[config.mk]
export PLATFORM = sky130hd
export DESIGN_NAME = loss_tolerant_stop_and_wait_sender_unit
export DESIGN_NICKNAME = d
export VERILOG_FILES = /design/src/hdl/lts_pkg.sv /design/src/hdl/lts_window.sv /design/src/hdl/lts_decide.sv /design/src/hdl/loss_tolerant_stop_and_wait_sender_unit.sv
export SDC_FILE = /design/constraint.sdc
export NUM_CORES = 1
export LEC_CHECK = 0
export ABC_AREA = 1
export ABC_CLOCK_PERIOD_IN_PS = 11800
export BUFFER_PORTS_ARGS = -buffer_cell sky130_fd_sc_hd__buf_4
export CAP_MARGIN = 20
export CORE_ASPECT_RATIO = 2
export CORE_MARGIN = 5
export CORE_UTILIZATION = 60
export CTS_BUF_LIST = sky130_fd_sc_hd__clkbuf_4
export CTS_CLUSTER_SIZE = 8
export DETAILED_ROUTE_END_ITERATION = 12
export HOLD_SLACK_MARGIN = 0.02
export MAX_ROUTING_LAYER = met4
export PLACE_DENSITY = 0.89
export SLEW_MARGIN = 20
export SYNTH_ARGS = -nofsm -noshare
export SYNTH_HDL_FRONTEND = slang
export SYNTH_SLANG_ARGS = --single-unit
[constraint.sdc]
create_clock -name clk -period 11.8 [get_ports clk]
set_input_delay 3.54 -clock clk [delete_from_list [all_inputs] [get_ports clk]]
set_output_delay 3.54 -clock clk [all_outputs]
set_load 0.02 [all_outputs]
[src/hdl/lts_pkg.sv]
`timescale 1ns / 1ps
// ----------------------------------------------------------------------------
// Stop-and-wait sender package
// Shared types, codes and window constants of the loss-tolerant sender.
// ----------------------------------------------------------------------------
package lts_pkg;

	localparam int WIN_SIZE   = 100;
	localparam int HEAD_W     = $clog2(WIN_SIZE);
	localparam int CNT_W      = 7;
	localparam int PROD_W     = 2 * CNT_W;
	localparam int LIMIT_W    = 7;
	localparam int LOSS_SCALE = 100;

	// Request modes.
	localparam logic [1:0] MODE_SEND    = 2'd0;
	localparam logic [1:0] MODE_ACK     = 2'd1;
	localparam logic [1:0] MODE_TIMEOUT = 2'd2;

	// Result actions.
	localparam logic [2:0] ACT_TRANSMIT   = 3'd0;
	localparam logic [2:0] ACT_RETRANSMIT = 3'd1;
	localparam logic [2:0] ACT_DELIVERED  = 3'd2;
	localparam logic [2:0] ACT_LOSS_OK    = 3'd3;
	localparam logic [2:0] ACT_IGNORED    = 3'd4;

	typedef struct packed {
		logic [1:0] mode;
		logic       ack_bit;
	} req_t;

	typedef struct packed {
		logic [2:0]       action;
		logic             seq_bit;
		logic [CNT_W-1:0] losses_in_window;
		logic [CNT_W-1:0] outcomes_in_window;
	} rsp_t;

	// Decision for one request, passed from the decision logic to the top level.
	typedef struct packed {
		logic       rec;
		logic       lost;
		logic       pend_set;
		logic       pend_clr;
		logic       flip;
		logic [2:0] action;
	} dec_t;

	// Window counters as seen by the decision logic.
	typedef struct packed {
		logic [CNT_W-1:0] losses;
		logic [CNT_W-1:0] outcomes;
	} win_cnt_t;

endpackage

[src/hdl/lts_window.sv]
`timescale 1ns / 1ps
// ----------------------------------------------------------------------------
// Outcome window
// Ring of recent outcomes with its head pointer and loss and outcome counters.
// ----------------------------------------------------------------------------
module lts_window (
	input  logic                     clk,
	input  logic                     arst_n,
	input  logic                     rec,
	input  logic                     lost,
	output lts_pkg::win_cnt_t        cur,
	output lts_pkg::win_cnt_t        nxt
);

	logic                           ring_q [lts_pkg::WIN_SIZE];
	logic                           old_q;
	logic [lts_pkg::HEAD_W-1:0]     head_q;
	logic [lts_pkg::HEAD_W-1:0]     head_nxt;
	logic [lts_pkg::HEAD_W-1:0]     rd_addr;
	logic [lts_pkg::CNT_W-1:0]      loss_q;
	logic [lts_pkg::CNT_W-1:0]      cnt_q;
	logic [lts_pkg::CNT_W-1:0]      loss_nxt;
	logic [lts_pkg::CNT_W-1:0]      cnt_nxt;
	logic                           full;
	logic                           dec_loss;

	assign full = (cnt_q == lts_pkg::CNT_W'(lts_pkg::WIN_SIZE));
	assign head_nxt = (head_q == lts_pkg::HEAD_W'(lts_pkg::WIN_SIZE - 1)) ?
		'0 : head_q + lts_pkg::HEAD_W'(1);

	// old_q always holds the ring entry under the head, so the overwritten
	// outcome is known without a read in the same cycle.
	assign dec_loss = rec && full && old_q && (loss_q != '0);

	always_comb begin
		loss_nxt = loss_q;
		cnt_nxt  = cnt_q;
		if (rec) begin
			loss_nxt = loss_q - lts_pkg::CNT_W'(dec_loss) + lts_pkg::CNT_W'(lost);
			if (!full) begin
				cnt_nxt = cnt_q + lts_pkg::CNT_W'(1);
			end
		end
	end

	assign rd_addr = rec ? head_nxt : head_q;

	assign cur.losses   = loss_q;
	assign cur.outcomes = cnt_q;
	assign nxt.losses   = loss_nxt;
	assign nxt.outcomes = cnt_nxt;

	always_ff @(posedge clk) begin
		if (rec) begin
			ring_q[head_q] <= lost;
		end
		if (rec && (rd_addr == head_q)) begin
			old_q <= lost;
		end else begin
			old_q <= ring_q[rd_addr];
		end
	end

	always_ff @(posedge clk or negedge arst_n) begin
		if (!arst_n) begin
			head_q <= '0;
			loss_q <= '0;
			cnt_q  <= '0;
		end else if (rec) begin
			head_q <= head_nxt;
			loss_q <= loss_nxt;
			cnt_q  <= cnt_nxt;
		end
	end

endmodule

[src/hdl/lts_decide.sv]
`timescale 1ns / 1ps
// ----------------------------------------------------------------------------
// Request decision
// Chooses the action for one request from the protocol state and the window.
// ----------------------------------------------------------------------------
module lts_decide (
	input  lts_pkg::req_t                req,
	input  logic                         seq,
	input  logic                         pending,
	input  logic [lts_pkg::LIMIT_W-1:0]  limit,
	input  lts_pkg::win_cnt_t            win,
	output lts_pkg::dec_t                dec
);

	logic [lts_pkg::PROD_W-1:0] loss_scaled;
	logic [lts_pkg::PROD_W-1:0] limit_scaled;
	logic                       loss_ok;
	logic                       ack_match;

	assign loss_scaled  = lts_pkg::PROD_W'(lts_pkg::LOSS_SCALE) *
		lts_pkg::PROD_W'(win.losses);
	assign limit_scaled = lts_pkg::PROD_W'(limit) * lts_pkg::PROD_W'(win.outcomes);
	assign loss_ok      = (win.outcomes == '0) || (loss_scaled < limit_scaled);
	assign ack_match    = (req.mode == lts_pkg::MODE_ACK) && (req.ack_bit == seq);

	always_comb begin
		dec = '0;
		dec.action = lts_pkg::ACT_IGNORED;
		case (req.mode)
			lts_pkg::MODE_SEND: begin
				dec.action   = lts_pkg::ACT_TRANSMIT;
				dec.pend_set = 1'b1;
			end
			lts_pkg::MODE_ACK, lts_pkg::MODE_TIMEOUT: begin
				if (pending) begin
					if (ack_match) begin
						dec.action   = lts_pkg::ACT_DELIVERED;
						dec.rec      = 1'b1;
						dec.flip     = 1'b1;
						dec.pend_clr = 1'b1;
					end else if (loss_ok) begin
						dec.action   = lts_pkg::ACT_LOSS_OK;
						dec.rec      = 1'b1;
						dec.lost     = 1'b1;
						dec.pend_clr = 1'b1;
					end else begin
						dec.action = lts_pkg::ACT_RETRANSMIT;
					end
				end
			end
			default: begin
				dec.action = lts_pkg::ACT_IGNORED;
			end
		endcase
	end

endmodule

[src/hdl/loss_tolerant_stop_and_wait_sender_unit.sv]
`timescale 1ns / 1ps
// ----------------------------------------------------------------------------
// Loss-tolerant stop-and-wait sender
// Alternating-bit sender that accepts a loss while the windowed loss rate
// stays below a programmable limit, and orders a retransmit otherwise.
// ----------------------------------------------------------------------------
//  Channel  Signals                         Content
//  req      req_valid, req_ready, req       send request, ack or timeout
//  rsp      rsp_valid, rsp_ready, rsp       action, sequence bit, window counts
//  cfg      cfg_valid, cfg_ready, cfg_data  tolerated loss percentage
//
//  One request per cycle is sustained while the sink takes every result; each
//  request passes the input register and then the result register.
//  While a result waits for the sink, the input register takes one more request
//  and then stalls the request channel.
//  The window ring is a 100 x 1 memory whose next head entry is prefetched.
//  Reset clears the counters, sequence bit, pending flag and loss limit.
//  Configuration writes are always ready; the loss limit is registered.
// ----------------------------------------------------------------------------
module loss_tolerant_stop_and_wait_sender_unit (
	input  logic                         clk,
	input  logic                         arst_n,
	input  logic                         req_valid,
	output logic                         req_ready,
	input  lts_pkg::req_t                req,
	output logic                         rsp_valid,
	input  logic                         rsp_ready,
	output lts_pkg::rsp_t                rsp,
	input  logic                         cfg_valid,
	output logic                         cfg_ready,
	input  logic [lts_pkg::LIMIT_W-1:0]  cfg_data
);

	lts_pkg::req_t               req_s1;
	logic                        valid_s1;
	lts_pkg::rsp_t               rsp_q;
	logic                        rsp_valid_q;
	logic [lts_pkg::LIMIT_W-1:0] limit_q;
	logic                        seq_q;
	logic                        pending_q;
	logic                        advance;
	lts_pkg::dec_t               dec;
	lts_pkg::win_cnt_t           win_cur;
	lts_pkg::win_cnt_t           win_nxt;
	logic                        seq_nxt;

	assign advance   = valid_s1 && (!rsp_valid_q || rsp_ready);
	assign req_ready = !valid_s1 || advance;
	assign cfg_ready = 1'b1;
	assign rsp_valid = rsp_valid_q;
	assign rsp       = rsp_q;

	lts_decide u_decide (
		.req     (req_s1),
		.seq     (seq_q),
		.pending (pending_q),
		.limit   (limit_q),
		.win     (win_cur),
		.dec     (dec)
	);

	lts_window u_window (
		.clk    (clk),
		.arst_n (arst_n),
		.rec    (advance && dec.rec),
		.lost   (dec.lost),
		.cur    (win_cur),
		.nxt    (win_nxt)
	);

	assign seq_nxt = dec.flip ? ~seq_q : seq_q;

	always_ff @(posedge clk) begin
		if (req_valid && req_ready) begin
			req_s1 <= req;
		end
		if (advance) begin
			rsp_q.action             <= dec.action;
			rsp_q.seq_bit            <= seq_nxt;
			rsp_q.losses_in_window   <= win_nxt.losses;
			rsp_q.outcomes_in_window <= win_nxt.outcomes;
		end
	end

	always_ff @(posedge clk or negedge arst_n) begin
		if (!arst_n) begin
			valid_s1    <= 1'b0;
			rsp_valid_q <= 1'b0;
			limit_q     <= '0;
			seq_q       <= 1'b0;
			pending_q   <= 1'b0;
		end else begin
			if (req_ready) begin
				valid_s1 <= req_valid;
			end
			if (advance) begin
				rsp_valid_q <= 1'b1;
			end else if (rsp_ready) begin
				rsp_valid_q <= 1'b0;
			end
			if (cfg_valid) begin
				limit_q <= cfg_data;
			end
			if (advance) begin
				seq_q <= seq_nxt;
				if (dec.pend_set) begin
					pending_q <= 1'b1;
				end else if (dec.pend_clr) begin
					pending_q <= 1'b0;
				end
			end
		end
	end

endmodule
==> flow_summary.ini <==
[status]
outcome = complete, no violations

[timing]
hold_viol = 0
rsz0062_at_grt = no
drv_slew = 0
tns_ns = 0
fin_crit_sh = 0.694
finClkSkew_ns = 0.0333
worstMarginPinSlew_ns = 0.909
final-setup-viol-count = 0
slew_headroom = 0.392
fin_crit_ns = 8.19
clock.fmax_ghz = 0.122

[route]
antenna_left = 0
dr_total_vias = 7625
drc = 0
first_iter_violations = 532
viasPerCell = 5.56
dr.pass1.iters = 5
wl_per_cell_um = 17.2
routed_wl_um = 23600

[floorplan]
row_count = 67
start_util = 0.605
ios = 36
coreArea_um2 = 16700
die_w_um = 102
die-height_um = 193
dieArea_um2 = 19700

[setup_path]
endpoint_kind = register
crit_buf_inv = 7
crit_family = adder cells
rr_worst_depth = 46
cp_common_cell = nand2_1
cp_max_fo = 25
crit_arrival_ns = 8.51
cp.required_ns = 12.13
crit_cells = 46
cp_slowest_stage_delay_ns = 0.58
start_kind = register
slowest_stage = dfrtp_1
crit_type = register to register

[global_route]
gr-total-overflow = 0
grt_pass1_wl_um = 38400
antenna_found_initial = 1
grt_pass1_vias = 7947
grt_max_degree = 102
grt_usage = 0.263

[clocking]
ctsHoldBuffers = 0
htreeDepth = 4
clk_pin_slew_worst_paths_ns = 0.13
clk_latency_ns = 0.59
clockBufferDepth = 2
clock_sinks = 154
cts_root_buf = clkbuf_4
tritoncts = built
cts_resized = 0
cts_buffers = 17
post_cts_buffers = 0

[placed_design]
place_congestion = 0.946
numPortBuffers = 34
dp_hpwl_um = 17200

[min_path]
hold_depth = 2
hp-class = register to register

[cells_and_area]
utilization = 0.643
syn2layout_area_growth_pct = 6.18
fillCellCount = 1384
drive_gt1_frac = 0.0911
nets = 1278

[synthesis]
synth_edf_count = 121
synth_warnings = 0
synth_top_area_frac = 0.360
avgSynthCellArea_um2 = 8.88
synth-async-reset-ratio = 0.208
synthFlopType = edfxtp_1
syn_area_um2 = 10100
syn-num-nets = 1264
ys_ff_latch = 154
ys_seq_area_frac = 0.441
yosysTopAreaCell = edfxtp_1
synthTopCellsByArea = edfxtp_1 (36%), ha_1 (11%), nand2_1 (8.1%)
synth.distinct_cells = 41
synthesis.instances = 1137

[job]
cap_violations = 0
-- worst paths after layout --
path	startpoint	to	slack, ns
max	u_window.cnt_q[6]	rsp[13]	3.61
min reg2reg	rsp_valid	rsp_valid	0.57
max reg2reg	u_window.cnt_q[6]	rsp[13]	3.61
min	rsp_valid	rsp_valid	0.57
min in group asynchronous	arst_n	u_window.loss_q[0]	2.88
max in group asynchronous	arst_n	u_window.loss_q[3]	8.57
-- final cells by class --
class / count / area (um2) / area share
multi-input cells: 720 / 4580 / 0.427
flip-flops and latches: 154 / 4450 / 0.416
inverters: 221 / 830 / 0.0774
repair buffers: 37 / 278 / 0.0259
well taps: 207 / 259 / 0.0242
clock inverters: 12 / 175 / 0.0163
clock buffers: 19 / 143 / 0.0133
diodes: 1 / 2.50 / 0.000233
-- placed cells by master, fill, tap and decap left out, types with 24 or more instances in the layout --
cell type  synthesis  final
nand3_1          122    122
a21oi_1           26     26
ha_1              85     85
o21ai_0           24     24
fa_1              27     27
edfxtp_1         121    121
buf_4              8     37
nand2_1          219    219
inv_1            215    215
dfrtp_1           32     32
nor2_1           130    129
-- worst reg2reg max path, delay by kind of cell, from the launching register on --
kind	cells	cell delay [ns]
adder cells (fa/ha/maj)	9	3.62
flip-flops	1	0.58
buffers and inverters	7	0.39
AND/OR/NAND/NOR	22	2.21
XOR/XNOR	2	0.32
AO/OA/AOI/OAI	6	0.83
-- synthesized netlist by cell type, types with 2 or more instances --
| library cell | number |
|---|---|
| nand4_1 | 2 |
| fa_1 | 27 |
| nand2_1 | 219 |
| nor3b_1 | 2 |
| nand3_1 | 122 |
| o21bai_1 | 4 |
| nand2_4 | 6 |
| xor2_1 | 19 |
| dfrtp_1 | 32 |
| edfxtp_1 | 121 |
| buf_2 | 6 |
| nor2_8 | 2 |
| or3b_2 | 2 |
| nor2_1 | 130 |
| inv_1 | 215 |
| nor3_2 | 2 |
| nand3_2 | 3 |
| buf_4 | 8 |
| buf_6 | 6 |
| inv_2 | 4 |
| mux2_2 | 7 |
| clkinv_1 | 2 |
| xnor2_1 | 14 |
| nor3_1 | 7 |
| ha_1 | 85 |
| nand2_2 | 4 |
| a21oi_1 | 26 |
| clkbuf_1 | 21 |
| nand2_8 | 2 |
| o21ai_0 | 24 |
| nor2_4 | 2 |
| o21ai_2 | 2 |
-- registers in the layout (all words and copies together) (netlist names) --
register and count:
u_window.head_q 7, u_window.ring_q 100, limit_q 7, u_window.old_q 1, valid_s1 1, rsp_valid 1
rsp 18, seq_q 1, pending_q 1, u_window.cnt_q 7, u_window.loss_q 7, req_s1 3
-- kinds of logic after synthesis --
kind of cell,synth area share
simple gates,0.224
buf+inv,0.106
other cells,0.000371
xor+xnor,0.0286
fa+ha+maj,0.159
mux,0.00781
compound gates,0.0327
flops,0.441
-- through the flow --
stage / hold WS, ns / cells / cell area, um2 / worst slack [ns]
2_1_floorplan: 0.453 / 1137 / 10100 / 2.70
3_5_place_dp: 0.557 / 1339 / 10400 / 3.70
3_3_place_gp: 0.537 / 1339 / 10400 / 3.93
6_report: 0.566 / 1371 / 10700 / 3.61
4_1_cts: 0.571 / 1370 / 10700 / 3.64
5_1_grt: 0.622 / 1371 / 10700 / 2.96
-- routing by layer --
metal,share of wire,GRT usage
met2,0.56,0.470
met3,0.055,0.0386
met1,0.32,0.251
met4,0.071,0.174
met5,0,-
Power is not shown: default switching activity piles up to over one toggle a cycle in this logic, so the estimate is an artifact.
